--- src/rtl/core/bdc_pkg.sv ---
package bdc_pkg;

	// Opcodes of the request operation field
	localparam logic OP_LOAD = 1'b0;
	localparam logic OP_EVAL = 1'b1;

	localparam int AXES   = 3;   // x, y, z
	localparam int IO_W   = 16;  // width of coordinates on the ports
	localparam int U_W    = 16;  // curve parameter, unsigned Q0.16
	localparam int IDX_W  = 4;   // point_index port width
	localparam int CNT_W  = 5;   // points_in_use port width
	localparam int MIN_PTS = 3;  // fewest points that give a curve point

endpackage

--- src/rtl/core/bezier_de_casteljau_evaluator.sv ---
// Load request: busy stays low. Evaluate with n points (saturated to MAX_POINTS): one
// interpolation pipe reads the control store, then the scratch memory, an entry per
// cycle with a gap state between levels; busy drops with done, so the next request is
// taken then. Fewer than three points: no result, busy stays low. done is high for a
// single cycle and the result holds until the next one; the receiver cannot stall it.
// Reset clears control state, not memories.
module bezier_de_casteljau_evaluator #(
	parameter int MAX_POINTS  = 16,
	parameter int COORD_WIDTH = 16
) (
	input  logic                              clk,
	input  logic                              arst_n,
	input  logic                              start,
	output logic                              busy,
	input  logic                              operation,
	input  logic [bdc_pkg::IDX_W-1:0]         point_index,
	input  logic signed [bdc_pkg::IO_W-1:0]   point_x,
	input  logic signed [bdc_pkg::IO_W-1:0]   point_y,
	input  logic signed [bdc_pkg::IO_W-1:0]   point_z,
	input  logic [bdc_pkg::U_W-1:0]           param_u,
	input  logic [bdc_pkg::CNT_W-1:0]         points_in_use,
	output logic                              done,
	output logic signed [bdc_pkg::IO_W-1:0]   curve_x,
	output logic signed [bdc_pkg::IO_W-1:0]   curve_y,
	output logic signed [bdc_pkg::IO_W-1:0]   curve_z
);

	import bdc_pkg::*;

	localparam int CW = COORD_WIDTH;
	localparam int AW = $clog2(MAX_POINTS);       // memory address width
	localparam int NW = $clog2(MAX_POINTS + 1);   // holds a point count
	localparam int DW = CW + 1;                   // q - p
	localparam int PW = DW + U_W + 1;             // (q - p) * u, exact

	// Sequencer states
	localparam logic [1:0] ST_IDLE  = 2'd0;
	localparam logic [1:0] ST_RUN   = 2'd1;
	localparam logic [1:0] ST_GAP   = 2'd2;
	localparam logic [1:0] ST_DRAIN = 2'd3;

	typedef logic [AXES-1:0][CW-1:0] point_t;

	logic [1:0]    state_q;
	logic [AW-1:0] rd_idx_q;      // entry read this cycle
	logic [AW-1:0] last_idx_q;    // highest entry read in this level
	logic          from_ctrl_q;   // first level reads the control store
	logic [U_W-1:0] u_q;

	// Stage 1: read data returns from memory
	logic          vld_s1, first_s1, final_s1, ctrl_s1;
	logic [AW-1:0] idx_s1;
	point_t        prev_q;        // entry read before the current one (p of the lerp)

	// Stage 2: products registered, sum and write back
	logic          vld_s2, final_s2;
	logic [AW-1:0] waddr_s2;
	point_t        p_s2;
	logic [AXES-1:0][PW-1:0] prod_s2;

	logic       done_q;
	point_t     res_q;

	// ------------------------------------------------------------------
	// Request decode
	// ------------------------------------------------------------------
	logic          accept;
	logic          load_req, eval_req;
	logic [NW-1:0] n_eff;
	logic          too_few;
	logic          ctrl_we;
	logic [AW-1:0] ctrl_waddr;
	point_t        ctrl_wdata;

	assign busy   = (state_q != ST_IDLE);
	assign accept = start && !busy;
	assign load_req = accept && (operation == OP_LOAD);
	assign eval_req = accept && (operation == OP_EVAL);

	always_comb begin
		// Saturate the point count to the store depth
		if (32'(points_in_use) > 32'(MAX_POINTS)) begin
			n_eff = NW'(MAX_POINTS);
		end else begin
			n_eff = NW'(points_in_use);
		end
	end
	assign too_few = (32'(n_eff) < 32'(MIN_PTS));

	// Drop loads that address a slot beyond the store
	assign ctrl_we    = load_req && (32'(point_index) < 32'(MAX_POINTS));
	assign ctrl_waddr = AW'(point_index);
	assign ctrl_wdata = {CW'(point_z), CW'(point_y), CW'(point_x)};

	// ------------------------------------------------------------------
	// Memories: control points and the working copy
	// ------------------------------------------------------------------
	point_t        ctrl_rdata, scr_rdata, scr_wdata;
	logic          scr_we;

	bdc_ram #(.WIDTH(AXES * CW), .DEPTH(MAX_POINTS)) u_ctrl_ram (
		.clk   (clk),
		.we    (ctrl_we),
		.waddr (ctrl_waddr),
		.wdata (ctrl_wdata),
		.raddr (rd_idx_q),
		.rdata (ctrl_rdata)
	);

	bdc_ram #(.WIDTH(AXES * CW), .DEPTH(MAX_POINTS)) u_scr_ram (
		.clk   (clk),
		.we    (scr_we),
		.waddr (waddr_s2),
		.wdata (scr_wdata),
		.raddr (rd_idx_q),
		.rdata (scr_rdata)
	);

	// ------------------------------------------------------------------
	// Sequencer: each level reads entries 0..last_idx in order and writes
	// lerp(entry j, entry j+1) back to entry j. The next level waits in the
	// gap state so its read of the top entry sees the last write of this level.
	// ------------------------------------------------------------------
	logic issue;
	assign issue = (state_q == ST_RUN);

	always_ff @(posedge clk or negedge arst_n) begin
		if (!arst_n) begin
			state_q     <= ST_IDLE;
			rd_idx_q    <= '0;
			last_idx_q  <= '0;
			from_ctrl_q <= 1'b0;
		end else begin
			unique case (state_q)
				ST_IDLE: begin
					if (eval_req && !too_few) begin
						state_q     <= ST_RUN;
						rd_idx_q    <= '0;
						last_idx_q  <= AW'(n_eff - NW'(1));
						from_ctrl_q <= 1'b1;
					end
				end
				ST_RUN: begin
					if (rd_idx_q == last_idx_q) begin
						rd_idx_q <= '0;
						if (last_idx_q == AW'(1)) begin
							state_q <= ST_DRAIN;
						end else begin
							state_q     <= ST_GAP;
							last_idx_q  <= last_idx_q - AW'(1);
							from_ctrl_q <= 1'b0;
						end
					end else begin
						rd_idx_q <= rd_idx_q + AW'(1);
					end
				end
				ST_GAP: begin
					state_q <= ST_RUN;
				end
				ST_DRAIN: begin
					// hold busy until the final point leaves the pipe
					if (vld_s2 && final_s2) begin
						state_q <= ST_IDLE;
					end
				end
				default: begin
					state_q <= ST_IDLE;
				end
			endcase
		end
	end

	always_ff @(posedge clk) begin
		if (eval_req) begin
			u_q <= param_u;
		end
	end

	// ------------------------------------------------------------------
	// Stage 1 control
	// ------------------------------------------------------------------
	always_ff @(posedge clk or negedge arst_n) begin
		if (!arst_n) begin
			vld_s1 <= 1'b0;
		end else begin
			vld_s1 <= issue;
		end
	end

	always_ff @(posedge clk) begin
		first_s1 <= (rd_idx_q == '0);
		final_s1 <= (last_idx_q == AW'(1));
		ctrl_s1  <= from_ctrl_q;
		idx_s1   <= rd_idx_q;
	end

	// ------------------------------------------------------------------
	// Stage 1 -> 2: difference and multiply per axis
	// ------------------------------------------------------------------
	point_t q_s1;
	assign q_s1 = ctrl_s1 ? ctrl_rdata : scr_rdata;

	always_ff @(posedge clk or negedge arst_n) begin
		if (!arst_n) begin
			vld_s2 <= 1'b0;
		end else begin
			vld_s2 <= vld_s1 && !first_s1;
		end
	end

	always_ff @(posedge clk) begin
		if (vld_s1) begin
			prev_q <= q_s1;
		end
		final_s2 <= final_s1;
		waddr_s2 <= idx_s1 - AW'(1);
		p_s2     <= prev_q;
		for (int a = 0; a < AXES; a++) begin
			prod_s2[a] <= PW'(($signed(DW'($signed(q_s1[a])))
				- $signed(DW'($signed(prev_q[a]))))
				* $signed({1'b0, u_q}));
		end
	end

	// ------------------------------------------------------------------
	// Stage 2: p + floor(prod / 2^16), written back or sent out
	// ------------------------------------------------------------------
	logic signed [PW-1:0] step [AXES];

	always_comb begin
		for (int a = 0; a < AXES; a++) begin
			step[a]      = $signed(prod_s2[a]) >>> U_W;
			scr_wdata[a] = p_s2[a] + step[a][CW-1:0];
		end
	end

	assign scr_we = vld_s2 && !final_s2;

	always_ff @(posedge clk or negedge arst_n) begin
		if (!arst_n) begin
			done_q <= 1'b0;
		end else begin
			done_q <= vld_s2 && final_s2;
		end
	end

	always_ff @(posedge clk) begin
		if (vld_s2 && final_s2) begin
			res_q <= scr_wdata;
		end
	end

	assign done    = done_q;
	assign curve_x = IO_W'($signed(res_q[0]));
	assign curve_y = IO_W'($signed(res_q[1]));
	assign curve_z = IO_W'($signed(res_q[2]));

endmodule

--- src/rtl/core/bdc_ram.sv ---
module bdc_ram #(
	parameter int WIDTH = 48,
	parameter int DEPTH = 16
) (
	input  logic                     clk,
	input  logic                     we,
	input  logic [$clog2(DEPTH)-1:0] waddr,
	input  logic [WIDTH-1:0]         wdata,
	input  logic [$clog2(DEPTH)-1:0] raddr,
	output logic [WIDTH-1:0]         rdata
);

	logic [WIDTH-1:0] mem [DEPTH];

	always_ff @(posedge clk) begin
		if (we) begin
			mem[waddr] <= wdata;
		end
		rdata <= mem[raddr];
	end

endmodule

--- config.mk ---
export PLATFORM = sky130hd
export DESIGN_NAME = bezier_de_casteljau_evaluator
export DESIGN_NICKNAME = d
export VERILOG_FILES = /design/src/rtl/core/bdc_pkg.sv /design/src/rtl/core/bezier_de_casteljau_evaluator.sv /design/src/rtl/core/bdc_ram.sv
export SDC_FILE = /design/constraint.sdc
export NUM_CORES = 2
export LEC_CHECK = 0
export ABC_AREA = 1
export BUFFER_PORTS_ARGS = -buffer_cell sky130_fd_sc_hd__buf_2
export CAP_MARGIN = 15
export CORE_AREA = 2 2 434 436
export DETAILED_ROUTE_END_ITERATION = 8
export DIE_AREA = 0 0 436 438
export GPL_ROUTABILITY_DRIVEN = 0
export PLACE_DENSITY = 0.72
export SLEW_MARGIN = 20
export SYNTH_ARGS = -nofsm -noshare
export SYNTH_HDL_FRONTEND = slang
export SYNTH_SLANG_ARGS = --single-unit
--- constraint.sdc ---
create_clock -name clk -period 12.6 [get_ports clk]
set_input_delay 1.89 -clock clk [delete_from_list [all_inputs] [get_ports clk]]
set_output_delay 1.89 -clock clk [all_outputs]
set_load 0.02 [all_outputs]
Word-level counts from Yosys, hierarchy flattened
Memories as Yosys holds them, arrays and structs flattened. A register that Yosys moved wholly into a read port is not among the register bits.
Index checks and enable logic that the tools add are counted.
{ "classes": {"n_mul": 3, "bitwise_logic": 1, "n_reduce_logical": 18, "eq_ne": 9, "add_sub_neg": 10, "order_cmp": 2, "muxes": 22} }
{ "ops": {"columns": ["op", "n"], "rows": [
  ["17-bit by 17-bit multiplier with 32-bit output", 3],
  ["16-bit by 16-bit subtractor with 17-bit output", 3],
  ["16-bit adder", 3],
  ["48-bit two-way mux", 1],
  ["4-bit two-way mux", 5],
  ["4-bit case mux with 2 select lines", 2],
  ["4-bit by 1-bit subtractor with 4-bit output, second input constant", 3],
  ["1-bit two-way mux", 8],
  ["2-bit case mux with 4 select lines", 1],
  ["1-bit logical AND", 7],
  ["2-bit two-way mux", 3],
  ["2-bit inequality test, second input constant", 3],
  ["5-bit greater-than comparator, second input constant", 1],
  ["5-bit by 2-bit less-than comparator with 1-bit output, second input constant", 1],
  ["5-bit two-way mux", 1],
  ["4-bit by 1-bit adder with 4-bit output, second input constant", 1],
  ["2-bit equality test, second input constant", 2],
  ["4-bit by 1-bit equality test with 1-bit output, second input constant", 1],
  ["4-bit equality test", 1],
  ["1-bit zero test", 4],
  ["4-bit zero test", 1],
  ["4-bit AND reduction", 1],
  ["2-bit nonzero test", 2],
  ["3-bit AND reduction", 1],
  ["other kinds (6)", 6]
]} }
{ "totals": {"in_bits": 77, "n_memories": 2, "reg_bits": 282, "word_cells": 93, "ramBits": 1536} }
{ "mem_list": {"columns": ["memory", "words", "word_bits", "rd", "rd_clocked_by_memory_dff", "wr", "line", "text"], "rows": [
  ["u_ctrl_ram.mem", 16, 48, 1, 1, 1, "bdc_ram.sv:13", "logic [WIDTH-1:0] mem [DEPTH];"],
  ["u_scr_ram.mem", 16, 48, 1, 1, 1, "bdc_ram.sv:13", null]
]} }

Logic depth before layout (Yosys ltp)
{ "depth": {"word_depth": 7, "ltp_mapped": 45, "mapped_depth_nobuf": 43} }

Modules after synthesis
A second synthesis with hierarchy kept.
{ "hier_totals": {"hier_cells": 11495, "hier_area_um2": 110750.0} }
{ "modules_own_cells": {"columns": ["module", "n_inst", "seq_area_each_um2", "cells_each", "area_each_um2"], "rows": [
  ["bdc_ram", 2, 24023.0, 3165, 33988.8],
  ["bezier_de_casteljau_evaluator", 1, 5875.6, 5165, 42772.3]
]} }

Worst setup path before layout
OpenSTA, ideal clock, no wires.
{ "synth_path": {"path_kind": "reg2reg", "startpoint": "register ctrl_s1", "endpoint": "register prod_s2[31] (netlist bit)", "setup_slack_ns": 5.245, "arrival_time_ns": 7.243, "path_stages_with_launch": 35, "required_time_ns": 12.488, "n_path_buf": 5, "cell_sequence": "dfxtp_1 > clkbuf_1 > clkbuf_1 > mux2_2 > ha_1 > nand2_1 > nor2_1 > and3_1 > nand2_1 > nand3_1 > nand2_1 > buf_4 > inv_1 > nor2_1 > fa_1 > inv_1 > fa_1 > clkbuf_1 > xor2_1 > o21ai_0 > fa_1 > fa_1 > inv_1 > fa_1 > inv_1 > ha_1 > clkbuf_1 > a21oi_1 > nand2_1 > a21oi_1 > o21ai_0 > nor2_1 > inv_1 > nand2_1 > nand2_1"} }
{ "synth_lines": {"columns": ["element", "line", "text"], "rows": [
  ["from (decl)", "bezier_de_casteljau_evaluator.sv:51", "logic vld_s1, first_s1, final_s1, ctrl_s1;"],
  ["from (signal assigned)", "bezier_de_casteljau_evaluator.sv:193", "ctrl_s1 <= from_ctrl_q;"],
  ["to (signal, indexed assignment)", "bezier_de_casteljau_evaluator.sv:219", "prod_s2[a] <= PW'(($signed(DW'($signed(q_s1[a])))"],
  ["to (decl)", "bezier_de_casteljau_evaluator.sv:59", "logic [AXES-1:0][PW-1:0] prod_s2;"]
]} }

Worst setup path in the final report
{ "layout_path": {"startpoint": "register ctrl_s1", "endpoint": "register prod_s2[30] (netlist bit)"} }
{ "layout_via": {"elab_chain_cells": 3} }
{ "layout_rtl": {"columns": ["element", "line", "text"], "rows": [
  ["48-bit two-way mux", "bezier_de_casteljau_evaluator.sv:201", "assign q_s1 = ctrl_s1 ? ctrl_rdata : scr_rdata;"],
  ["16-bit by 16-bit subtractor with 17-bit output", "bezier_de_casteljau_evaluator.sv:220", "- $signed(DW'($signed(prev_q[a]))))"],
  ["17-bit by 17-bit multiplier with 32-bit output", "bezier_de_casteljau_evaluator.sv:221", "* $signed({1'b0, u_q}));"]
]} }
No other way between the ends.
A chain may end at the register's enable or synchronous reset.

==> impl_metrics.yaml <==
clock_tree:
  postCtsSetupBuffers: 0
  clock_sink_count: 1866
  clkSlewWorstSetupHoldPaths_ps: 60
  clockBufferDepth: 3
  clock_latency_ps: 840
  cts_buffers: 185
  hold_buffers: 0
  root_buffer: "clkbuf_16"
  cts_tree: "done"
  h-tree-depth: 4
  cts_resized: 0
sta:
  worst_pin_slew_ps: 1180
  hold_viol: 0
  slew_headroom_pct: 21.4
  clock_skew_ps: 56.1
  min_period_over_period_pct: 69.0
  finalCriticalPeriod_ps: 8700
  rsz0062_at_grt: "false"
  drv_slew: 0
  fin_ws_ps: 3900
  setup_tns_ps: 0
  finalSetupViolCount: 0
  max_freq_ghz: 0.115
die:
  coreArea_mm2: 0.187
  core.rowCount: 159
  chipHeight_um: 438
  die_x_um: 436
  die-area_mm2: 0.191
  initial_core_util_pct: 55.7
  io_pins: 127
detailed_routing:
  wl_per_cell_um: 23.6
  first_pass_iters: 9
  drt-initial-drc-count: 8337
  detail-route-antenna-nets: 0
  vias_per_cell: 5.96
  drcViolationCount: 0
  vias: 72800
  wl_um: 288000
critical_path:
  start_kind: "register"
  worstSetupEndpointType: "register"
  required_ps: 13310
  crit_buf_inv: 5
  slowest_stage: "fa_1"
  cpMostUsedCell: "fa_1"
  crit_type: "register to register"
  arrival_ps: 9400
  cpPeakStageDelay_ps: 860
  critPathTopFamily: "adder cells"
  cp_max_fo: 53
synth:
  yosysSeqAreaShare_pct: 51.9
  syn-num-nets: 10700
  synth-edff-count: 1648
  synth_commonest_cells: "edfxtp_1, nor2_1, inv_1, nand2_1, o21ai_0"
  yosys_warnings: 0
  synthArstFlopShare_pct: 0.750
  synthesis.instances: 9524
  synth_area_leader_cell: "edfxtp_1"
  synth.avg_cell_area_um2: 10.9
  synth_area_mm2: 0.104
  synthFlopType: "edfxtp_1"
  synth_area_leaders: "edfxtp_1, fa_1, nor2_1"
  synth.distinct_cells: 64
  ys_seq_elements: 1866
  yosys.area.top_type_share_pct: 47.6
  yosys.cell_count.top_type: "edfxtp_1"
job:
  max_cap_viol_count: 0
global_routing:
  busiest_layer: "met2"
  grt_pass1_wl_um: 435000
  grt_max_degree: 198
  use_met3_pct: 6.90
  use_met1_pct: 39.7
  grt_pass1_vias: 72900
  overflow: 0
  grt_use_met2_pct: 47.4
  grt_use_total_pct: 30.1
  grt_antenna_before_repair: 33
layout:
  multi_input_area_mm2: 0.0435
  drive_above_1_share_pct: 7.71
  fin_util_pct: 60.9
  area_delta_synth_final_pct: 9.35
  fin_nets: 10800
  regArea_mm2: 0.0539
  num-fill-cells: 14600
placed_design:
  hpwlAfterDp_um: 183000
  portBuffers: 126
  pre_cts_ws_ps: 4090
run_status:
  status: "completed"
hold_path:
  min_path_type: "register to register"
## layout make-up
class / instances / share of cell area, %
clock inverter: 101 / 0.985
clock buffer: 246 / 4.46
multi-input combinational: 5860 / 38.3
antenna: 19 / 0.0418
sequential: 1866 / 47.5
inverter: 1371 / 4.55
timing repair buffer: 260 / 1.47
tap: 2495 / 2.75
## layout by cell type (no fill, tap or decap), types with 14 or more instances in the layout
cell type	n
a21oi_1	168
nand2_1	1081
nand3_1	369
xor2_1	108
clkbuf_16	187
ha_1	359
xor2_2	20
bufinv_16	14
clkinv_2	40
buf_2	126
o221ai_1	140
nand4_1	23
clkbuf_1	42
clkinv_1	32
fa_1	780
xnor2_1	31
inv_2	24
edfxtp_1	1648
o21bai_1	16
o22ai_1	245
nor3_1	32
buf_4	131
inv_1	1331
o21ai_0	874
o211ai_1	58
diode_2	19
mux2_2	43
nor2_1	1321
clkbuf_8	17
nand2_2	17
nor2_4	34
dfxtp_1	203
## path summary, 6_finish.rpt
kind	from	endpoint	slack, ps	cells after the start
max	ctrl_s1$_DFF_P_	prod_s2[30]$_DFF_P_	3900	31
min	final_s1$_DFF_P_	final_s2$_DFF_P_	330	0
max reg2reg	ctrl_s1$_DFF_P_	prod_s2[30]$_DFF_P_	3900	31
min reg2reg	final_s1$_DFF_P_	final_s2$_DFF_P_	330	0
max in group asynchronous	arst_n	rd_idx_q[2]$_DFFE_PN0P_	11010	1
min in group asynchronous	arst_n	done$_DFF_PN0_	1060	1
## layer usage
metal / routed length, um / vias up / part of all wire (%)
met4: 15100 / 14 / 5.2
met1: 109000 / 36000 / 38
met2: 132000 / 4093 / 46
met3: 31600 / 821 / 11
li1: - / 31900 / -
met5: 91 / - / 0.032
## through the flow
| stage | instances | hold WS, ps | cell area (um^2) |
|---|---|---|---|
| finish | 12200 | 332 | 114000 |
| global route | 12200 | 339 | 114000 |
| CTS | 12200 | 338 | 114000 |
| detailed placement | 11900 | 326 | 107000 |
| global placement | 11900 | 318 | 107000 |
| floorplan | 9524 | 310 | 104000 |
## sequential cells by signal, indices dropped and copies added (netlist names), 2 cells and up
| name | count |
|---|---|
| u_ctrl_ram.mem | 768 |
| u_scr_ram.mem | 768 |
| p_s2 | 48 |
| prev_q | 48 |
| prod_s2 | 48 |
| u_ctrl_ram.rdata | 48 |
| u_scr_ram.rdata | 48 |
| curve_x | 16 |
| curve_y | 16 |
| curve_z | 16 |
| u_q | 16 |
| idx_s1 | 4 |
| last_idx_q | 4 |
| rd_idx_q | 4 |
| waddr_s2 | 4 |
| state_q | 2 |
## cells by family after synthesis
family / count (synthesis) / share of synthesized area, %
simple gates: 2931 / 11.4
flops: 1866 / 51.9
buf+inv: 1798 / 6.61
compound gates: 1584 / 8.85
fa+ha+maj: 1139 / 19.4
xor+xnor: 163 / 1.46
mux: 43 / 0.466
Power is left out: the tool's default activity adds up to more than one toggle a clock period on the data nets, which glitch-free logic cannot reach.
